$ cat src/stable_merge_sort_pairs_top_assert.svh
// Assertion macros for the stable merge sort block.
// Used by stable_merge_sort_pairs_top; expects clk and rst_n in scope.
`ifndef STABLE_MERGE_SORT_PAIRS_TOP_ASSERT_SVH
`define STABLE_MERGE_SORT_PAIRS_TOP_ASSERT_SVH
`ifndef SYNTHESIS
`define SMSP_ASSERT(label, expr) \
  label: assert property (@(posedge clk) disable iff (!rst_n) (expr)) \
    else $error("smsp assertion failed");
`define SMSP_ASSERT_NEXT(label, ante, cons) \
  label: assert property (@(posedge clk) disable iff (!rst_n) (ante) |=> (cons)) \
    else $error("smsp assertion failed");
`else
`define SMSP_ASSERT(label, expr)
`define SMSP_ASSERT_NEXT(label, ante, cons)
`endif
`endif

$ cat src/smsp_pkg.sv
// Shared types and constants of the stable merge sort block.
// No dependencies.
`default_nettype none
package smsp_pkg;
  localparam int CAPACITY_DEF = 64;
  localparam int INDEX_W      = 31;
  localparam int VALUE_W      = 32;

  typedef struct packed {
    logic [INDEX_W-1:0]        index;
    logic signed [VALUE_W-1:0] value;
  } pair_t;

  typedef struct packed {
    logic load;
    logic sort_start;
    logic run_start;
    logic merge_move;
    logic next_run;
    logic next_pass;
    logic emit_start;
    logic emit_load;
    logic set_clear;
  } dp_cmd_t;

  typedef struct packed {
    logic sort_skip;
    logic run_done;
    logic last_run;
    logic last_pass;
    logic emit_last;
  } dp_status_t;
endpackage
`default_nettype wire

$ cat src/smsp_ctrl.sv
// Sequencer of the sort block: load, merge passes, emission.
// Depends on smsp_pkg; drives smsp_dp through dp_cmd_t.
`default_nettype none
module smsp_ctrl (
  input  logic                 clk,
  input  logic                 rst_n,
  input  logic                 in_valid,
  input  logic                 in_last,
  output logic                 in_ready,
  input  logic                 out_ready,
  output logic                 out_valid,
  output smsp_pkg::dp_cmd_t    cmd,
  input  smsp_pkg::dp_status_t stat
);
  import smsp_pkg::*;

  typedef enum logic [3:0] {
    S_LOAD, S_SORT_INIT, S_RUN_INIT, S_RD, S_MV, S_RUN_END,
    S_EMIT_RD, S_EMIT_LD, S_EMIT_WAIT
  } state_t;

  state_t state_r, state_nxt;
  logic   out_valid_r, out_valid_nxt;

  always_comb begin
    state_nxt     = state_r;
    out_valid_nxt = out_valid_r;
    cmd           = '0;
    case (state_r)
      S_LOAD: begin
        if (in_valid) begin
          cmd.load = 1'b1;
          if (in_last) state_nxt = S_SORT_INIT;
        end
      end
      S_SORT_INIT: begin
        cmd.sort_start = 1'b1;
        if (stat.sort_skip) begin
          cmd.emit_start = 1'b1;
          state_nxt      = S_EMIT_RD;
        end else begin
          state_nxt = S_RUN_INIT;
        end
      end
      S_RUN_INIT: begin
        cmd.run_start = 1'b1;
        state_nxt     = S_RD;
      end
      S_RD: begin
        state_nxt = stat.run_done ? S_RUN_END : S_MV;
      end
      S_MV: begin
        cmd.merge_move = 1'b1;
        state_nxt      = S_RD;
      end
      S_RUN_END: begin
        if (!stat.last_run) begin
          cmd.next_run = 1'b1;
          state_nxt    = S_RUN_INIT;
        end else begin
          cmd.next_pass = 1'b1;
          if (stat.last_pass) begin
            cmd.emit_start = 1'b1;
            state_nxt      = S_EMIT_RD;
          end else begin
            state_nxt = S_RUN_INIT;
          end
        end
      end
      S_EMIT_RD: begin
        state_nxt = S_EMIT_LD;
      end
      S_EMIT_LD: begin
        cmd.emit_load = 1'b1;
        out_valid_nxt = 1'b1;
        state_nxt     = S_EMIT_WAIT;
      end
      S_EMIT_WAIT: begin
        if (out_ready) begin
          out_valid_nxt = 1'b0;
          if (stat.emit_last) begin
            cmd.set_clear = 1'b1;
            state_nxt     = S_LOAD;
          end else begin
            state_nxt = S_EMIT_LD;
          end
        end
      end
      default: begin
        state_nxt     = S_LOAD;
        out_valid_nxt = 1'b0;
      end
    endcase
  end

  always_ff @(posedge clk) begin
    if (!rst_n) begin
      state_r     <= S_LOAD;
      out_valid_r <= 1'b0;
    end else begin
      state_r     <= state_nxt;
      out_valid_r <= out_valid_nxt;
    end
  end

  assign in_ready  = (state_r == S_LOAD);
  assign out_valid = out_valid_r;
endmodule
`default_nettype wire

$ cat config.mk
export PLATFORM = sky130hd
export DESIGN_NAME = smsp_ctrl
export DESIGN_NICKNAME = d
export VERILOG_FILES = /design/src/stable_merge_sort_pairs_top_assert.svh /design/src/smsp_pkg.sv /design/src/smsp_ctrl.sv
export SDC_FILE = /design/constraint.sdc
export NUM_CORES = 1
export LEC_CHECK = 0
export BUFFER_PORTS_ARGS = -buffer_cell sky130_fd_sc_hd__buf_2
export CORE_AREA = 2 2 39 41
export CTS_CLUSTER_SIZE = 20
export DETAILED_ROUTE_END_ITERATION = 8
export DIE_AREA = 0 0 41 43
export SLEW_MARGIN = 15
export SYNTH_ARGS = -nofsm -noshare
export SYNTH_HDL_FRONTEND = slang
export SYNTH_SLANG_ARGS = --single-unit
$ cat constraint.sdc
create_clock -name clk -period 1.6 [get_ports clk]
set_clock_uncertainty 0.05 [all_clocks]
set_input_delay 0.48 -clock clk [delete_from_list [all_inputs] [get_ports clk]]
set_output_delay 0.48 -clock clk [all_outputs]
set_load 0.02 [all_outputs]
### After elaboration in Yosys (flattened, before gate mapping)

Index checks and enable logic that the tools add are counted.

| storage, ports and cells | value |
|---|---|
| output and inout bits | 11 |
| register bits after elaboration | 5 |
| logic and storage cells | 45 |
| input bits | 10 |

| cells by class | value |
|---|---|
| reductions and logical operators | 5 |
| equal/unequal tests | 11 |
| bitwise gates (word level) | 1 |
| multiplexer cells | 26 |

Operator list:

| cell | count |
|---|---|
| 4-bit case mux with 8 select lines | 1 |
| 4-bit by 3-bit equality test with 1-bit output, second input constant | 4 |
| 4-bit two-way mux | 4 |
| 1-bit two-way mux | 14 |
| 3-bit two-way mux | 3 |
| 4-bit by 2-bit equality test with 1-bit output, second input constant | 2 |
| 7-bit OR reduction | 1 |
| 2-bit != test, second input constant | 3 |
| 4-bit by 1-bit equality test with 1-bit output, second input constant | 1 |
| 4-bit equality test, second input constant | 1 |
| 4-bit logical NOT | 1 |
| 2-bit two-way mux | 2 |
| 1-bit case mux with 3 select lines | 1 |
| 3-bit AND reduction | 1 |
| 1-bit case mux with 2 select lines | 1 |
| 2-bit AND reduction | 1 |
| 2-bit OR reduction | 1 |
| 1-bit inverter | 1 |

### Longest topological paths before layout

Gate-level depths: netlist (run 1).

| logic depth | value |
|---|---|
| depth in word-level cells | 4 |
| mapped depth | 4 |
| gate-level depth less buffers | 3 |

### Worst setup path after synthesis (run 1)

Ideal clock, no wire load.

| path | value |
|---|---|
| path type | register to output |
| from | register state_r[3] |
| to | output port cmd[8] (netlist bit) |
| buffers on the path | 1 |
| cell stages (with the launch flop) | 4 |
| data required time | 1.070 ns |
| arrival time | 1.564 ns |
| setup slack | -0.494 ns |
| cells stage by stage | dfxtp_1 buf_2 nor4_1 and2_1 |

RTL lines:

| what | RTL line | source |
|---|---|---|
| from (decl) | smsp_ctrl.sv:22 | `state_t state_r, state_nxt;` |
| from (signal assigned) | smsp_ctrl.sv:101 | `state_r <= state_nxt;` |
| to (decl) | smsp_ctrl.sv:12 | `output smsp_pkg::dp_cmd_t cmd,` |

==> results.json, run 1 <==
{
  "critPathCaptureType": "output port",
  "hold_path_end": "state_r[3]",
  "finalHoldViolCount": 0,
  "cts_root_buf": "clkbuf_4",
  "r2r-end": "state_r[1]",
  "clkTransAtPathRegs_ns": 0.05,
  "design_area_um2": 950,
  "worstRegToRegCells": 5,
  "gp_congestion": 0.771,
  "outcome": "finished with violations",
  "cp_max_fo": 3,
  "clock_latency_ns": 0.25,
  "start_util_pct": 31.9,
  "cts-htree-levels": 1,
  "critPathKind": "register to output port",
  "port_buffers": 20,
  "final.setup.worst_slack_ns": -0.265,
  "hold_start": "rst_n",
  "track_usage_pct": 20.0,
  "dp_hpwl_um": 978,
  "p_leak_nw": 0.442,
  "ff2ff_setup_slack_ns": -0.01,
  "vias": 561,
  "postPlaceCellArea_um2": 681,
  "final_core_util_pct": 68.6,
  "maxCapViolCount": 0,
  "core_um2": 1380,
  "fmax_ghz": 0.536,
  "rows": 14,
  "cts_buffers": 3,
  "synth_cell_types": 34,
  "synth_area_um2": 442,
  "synthesis.nets": 57,
  "die_area_um2": 1760,
  "post-route-period-util_pct": 117,
  "dr.pass1.iters": 4,
  "slew_viol_final": 0,
  "die_w_um": 41,
  "ant_nets": 0,
  "wirelength_um": 1640,
  "syn2layout_area_growth_pct": 115,
  "grt_max_degree": 7,
  "grt_pass1_wl_um": 2260,
  "clockBufferDepth": 2,
  "yosysWarnings": 0,
  "reg2reg_from": "state_r[0]",
  "worst_pin_slew_ns": 0.254,
  "nFillCells": 109,
  "diodes": 0,
  "period_minus_slack_ns": 1.86,
  "hold-path-cell-count": 2,
  "fin_setup_tns_ns": -1.86,
  "whs_ns": 0.462,
  "tritoncts": "done",
  "dr.first_iter.drc_count": 4,
  "syn_area_per_cell_um2": 9.40,
  "irDropWorstVdd_mv": 0.472,
  "drive_gt1_share_pct": 80.6,
  "die_y_um": 43,
  "drc": 0,
  "nNetsFinal": 104,
  "hp-class": "input pin to register",
  "routed_via_density": 5.15,
  "cts.sinks": 5,
  "violations": "setup timing",
  "syn_inst": 47,
  "rsz0062_at_grt": "true",
  "arrival_ns": 1.33,
  "ys_ff_latch": 5,
  "io_pins": 21,
  "maxSlewHeadroom_pct": 83.1,
  "grt_overflow": 0,
  "start_kind": "register",
  "seq_area_frac_synth_pct": 22.7,
  "antenna_found_initial": 0,
  "wl_per_cell_um": 15.0,
  "setup_viol": 11,
  "p_per_area_nw_per_um2": 620,
  "grt_pass1_vias": 517,
  "cp_data_required_time_ns": 1.07
}
through the flow:
step	instances	worst slack [ns]	total power [mW]
after global placement	94	-0.0805	0.327
final	109	-0.265	0.589
after floorplan	47	-0.0902	0.259
after detailed placement	94	-0.0762	0.329
after global routing	109	-0.303	0.617
after CTS	106	-0.250	0.543
worst max-delay path by stage:
stage          startpoint      to  slack, ns  cells past startpoint
6_report       state_r[1]  cmd[2]      -0.26                      5
5_1_grt        state_r[3]  cmd[2]      -0.30                      5
4_1_cts        state_r[0]  cmd[8]      -0.25                      4
3_5_place_dp   state_r[1]  cmd[0]      -0.08                      4
3_3_place_gp   state_r[1]  cmd[0]      -0.08                      4
2_1_floorplan  state_r[1]  cmd[8]      -0.09                      3
cells by family (layout without fill, tap and decap cells):
group | after synthesis | in the layout | synth area share (%)
compound gates | 10 | 10 | 20.4
xor+xnor | 1 | 1 | 1.98
buf+inv | 7 | 53 | 10.5
flops | 5 | 5 | 22.7
mux | 1 | 1 | 3.40
simple gates | 23 | 23 | 41.1
routing by layer:
layer	up-vias	share of wire, %	wire length, um	track usage (%)
li1	265	-	-	-
met1	270	39	646	23.2
met2	18	52	852	31.3
met3	8	4.8	78	8.90
met4	0	3.7	60	6.67
met5	-	0	0	0
repair_timing:
action / 4_1_cts / 5_1_grt
hold endpoints to repair: 0 / 0
pin swaps: 8 / 10
setup buffers: 8 / 4
setup endpoints to repair: 11 / 13
cloned: 0 / 0
hold buffers: 0 / 0
gates resized for setup: 24 / 19
synthesized netlist by cell type:
cell      n  area, um^2
nor4b_1   1        8.76
nand2b_1  3        18.8
nor2b_1   1        6.26
a311oi_2  1        15.0
or2_1     1        6.26
nor2_4    1        11.3
o21ai_0   1        5.00
a21oi_1   1        5.00
nor3_1    2        10.0
and3_1    2        12.5
dfxtp_1   5         100
mux2_4    1        15.0
a32oi_1   1        8.76
a311oi_1  1        8.76
nor4_1    1        6.26
nor2_1    2        7.51
buf_2     1        5.00
and4bb_1  1        12.5
nand3b_1  1        7.51
a211oi_2  1        12.5
o21a_1    1        7.51
inv_1     2        7.51
xor2_1    1        8.76
buf_4     3        22.5
nand3_1   1        5.00
nand2_1   1        3.75
a21o_1    1        7.51
o21ai_2   1        8.76
nor4b_4   1        23.8
and2_1    2        12.5
or4b_4    1        13.8
buf_6     1        11.3
nor4b_2   1        15.0
o221a_1   1        11.3
power breakdown:
| part | switching [mW] | internal, mW | leakage (nW) |
|---|---|---|---|
| Sequential | 0.0131 | 0.132 | 0.0430 |
| Clock | 0.0615 | 0.0949 | 0.0150 |
| Combinational | 0.126 | 0.161 | 0.384 |
layout make-up:
class	instances	area (um^2)	share of cell area, %
Multi-Input combinational cell	35	404	42.6
Timing Repair Buffer	47	382	40.2
Sequential cell	5	110	11.6
Clock buffer	4	26.3	2.77
Tap cell	16	20.0	2.11
Inverter	2	7.51	0.791
sequential cells by signal (all words and copies together), names as in the netlist:
name / cells
state_r: 4
out_valid: 1
critical path, cell delays in order, from the launching register on:
cell and delay [ns]:
dfxtp_2 0.34, buf_6 0.10, and4bb_2 0.25, a32oi_2 0.21, inv_2 0.05, buf_6 0.13
layout by cell type, fill, tap and decap left out, types with 2 or more instances in the layout:
cell	count
a311oi_2	2
and3_1	2
buf_2	11
buf_4	21
buf_6	15
clkbuf_4	3
dfxtp_2	2
dfxtp_4	2
nand2b_1	2
nor2_4	2
nor4b_4	3
No activity file was read; power rests on OpenSTA's default activity.
==> inputs of run 2 (changes only) <==
--- a/config.mk
+++ b/config.mk
@@ -10,6 +10,8 @@
 export CTS_CLUSTER_SIZE = 20
 export DETAILED_ROUTE_END_ITERATION = 8
 export DIE_AREA = 0 0 41 43
+export MAX_ROUTING_LAYER = met4
+export SETUP_SLACK_MARGIN = 0.2
 export SLEW_MARGIN = 15
 export SYNTH_ARGS = -nofsm -noshare
 export SYNTH_HDL_FRONTEND = slang
==> run 2 against run 1 <==
- the run still ends with setup timing left
- sequential power is essentially flat
- global-route usage shrank 2.7 points
- sequential cell count is the same
- total power shrank 10%
- non-clock buffer count shrank 10
- clock power shrank 6%
- combinational power shrank 18%
- critical endpoint unchanged
- die area is the same
- register-to-register slack gained 0.04 ns
- highest routed layer unchanged
- worst setup slack gained 0.029 ns
- cell area shrank 8.6%
- critical path type unchanged
==> results.json, run 2 (synthesis results as in run 1) <==
{
  "fin_setup_tns_ns": -1.45,
  "dp_cells": 89,
  "diodes": 0,
  "hp-class": "input pin to register",
  "cp_max_fo": 6,
  "grt_pass1_vias": 494,
  "grt_overflow": 0,
  "clock_latency_ns": 0.25,
  "grt_max_degree": 8,
  "critPathKind": "register to output port",
  "gp_congestion": 0.822,
  "top_register": "state_r",
  "slew_viol_final": 0,
  "nNetsFinal": 94,
  "final.setup.worst_slack_ns": -0.236,
  "clkTransAtPathRegs_ns": 0.04,
  "design_area_um2": 868,
  "drive_gt1_share_pct": 79.5,
  "grt_pass1_wl_um": 2000,
  "arrival_ns": 1.31,
  "antenna_found_initial": 0,
  "cts.sinks": 5,
  "routed_via_density": 4.98,
  "cts-htree-levels": 1,
  "dp_hpwl_um": 902,
  "io_pins": 21,
  "die_area_um2": 1760,
  "largest_register_ffs": 4,
  "post-route-period-util_pct": 115,
  "critPathCaptureType": "output port",
  "port_buffers": 20,
  "die_w_um": 41,
  "track_usage_pct": 17.3,
  "start_util_pct": 31.9,
  "outcome": "finished with violations",
  "maxSlewHeadroom_pct": 84.5,
  "wl_per_cell_um": 11.9,
  "rows": 14,
  "setup_viol": 10,
  "finalHoldViolCount": 0,
  "syn2layout_area_growth_pct": 96.6,
  "layout.cells.non_filler": 99,
  "nFillCells": 124,
  "cts_root_buf": "clkbuf_4",
  "cp_data_required_time_ns": 1.07,
  "vias": 493,
  "fmax_ghz": 0.545,
  "dr.pass1.iters": 4,
  "dr.first_iter.drc_count": 6,
  "p_per_area_nw_per_um2": 607,
  "die_y_um": 43,
  "whs_ns": 0.452,
  "core_um2": 1380,
  "ant_nets": 0,
  "postPlaceCellArea_um2": 656,
  "clockBufferDepth": 2,
  "maxCapViolCount": 0,
  "final_common_cell": "buf_6",
  "period_minus_slack_ns": 1.84,
  "p_leak_nw": 0.378,
  "tritoncts": "done",
  "drc": 0,
  "worst_pin_slew_ns": 0.232,
  "irDropWorstVdd_mv": 0.379,
  "start_kind": "register",
  "final_cell_mix": "15 x buf_6, 11 x buf_2, 11 x buf_4",
  "postCtsHoldBufs": 0,
  "violations": "setup timing",
  "rsz0062_at_grt": "true",
  "wirelength_um": 1180,
  "cts_buffers": 3
}
## run 2: cell types whose count changed in the layout (fill, tap and decap cells not counted), sizes merged
cell	change
buf	-10
## run 2: worst paths after layout
kind	from	to	slack (ns)	cells past startpoint
min	rst_n	state_r[3]	0.45	2
max	state_r[0]	cmd[2]	-0.24	4
max reg2reg	state_r[1]	state_r[2]	0.03	5
min reg2reg	out_valid	out_valid	0.47	1
## run 2: worst max-delay path, cell delays in order (launching register included)
cell,delay (ns)
dfxtp_4,0.37
and4bb_2,0.27
a32oi_2,0.23
inv_2,0.05
buf_6,0.13
## run 2: metrics by stage
| step | setup WS [ns] | util [%] | power, mW |
|---|---|---|---|
| floorplan | -0.0548 | - | 0.264 |
| global placement | 0.0349 | 47.4 | 0.323 |
| detailed placement | -0.00483 | 47.4 | 0.324 |
| CTS | -0.210 | 57.9 | 0.509 |
| global route | -0.298 | 62.7 | 0.560 |
| finish | -0.236 | 62.7 | 0.527 |
## run 2: cell type report
class	instances	area (um^2)	share of cell area [%]
sequential	5	113	13.0
inverter	2	7.51	0.865
tap	16	20.0	2.31
clock buffer	4	26.3	3.03
multi-input combinational	35	395	45.5
timing repair buffer	37	307	35.3
## run 2: where the power goes
group	internal (mW)	total, mW	switching (mW)
registers	0.131	0.146	0.0147
logic	0.131	0.234	0.103
clock network	0.0943	0.147	0.0526
## run 2: timing repair
item / CTS / global route
setup buffers: 4 / 2
gates resized for setup: 25 / 13
pin swaps: 8 / 7
endpoints found under the setup margin: 15 / 15
## run 2: routing by layer
| metal | vias to the layer above | GRT usage (%) | share of wire, % |
|---|---|---|---|
| met5 | - | - | 0 |
| met4 | 0 | 8.00 | 1.8 |
| met3 | 2 | 4.71 | 3.0 |
| met2 | 10 | 29.1 | 58 |
| met1 | 233 | 17.4 | 37 |
| li1 | 248 | - | - |
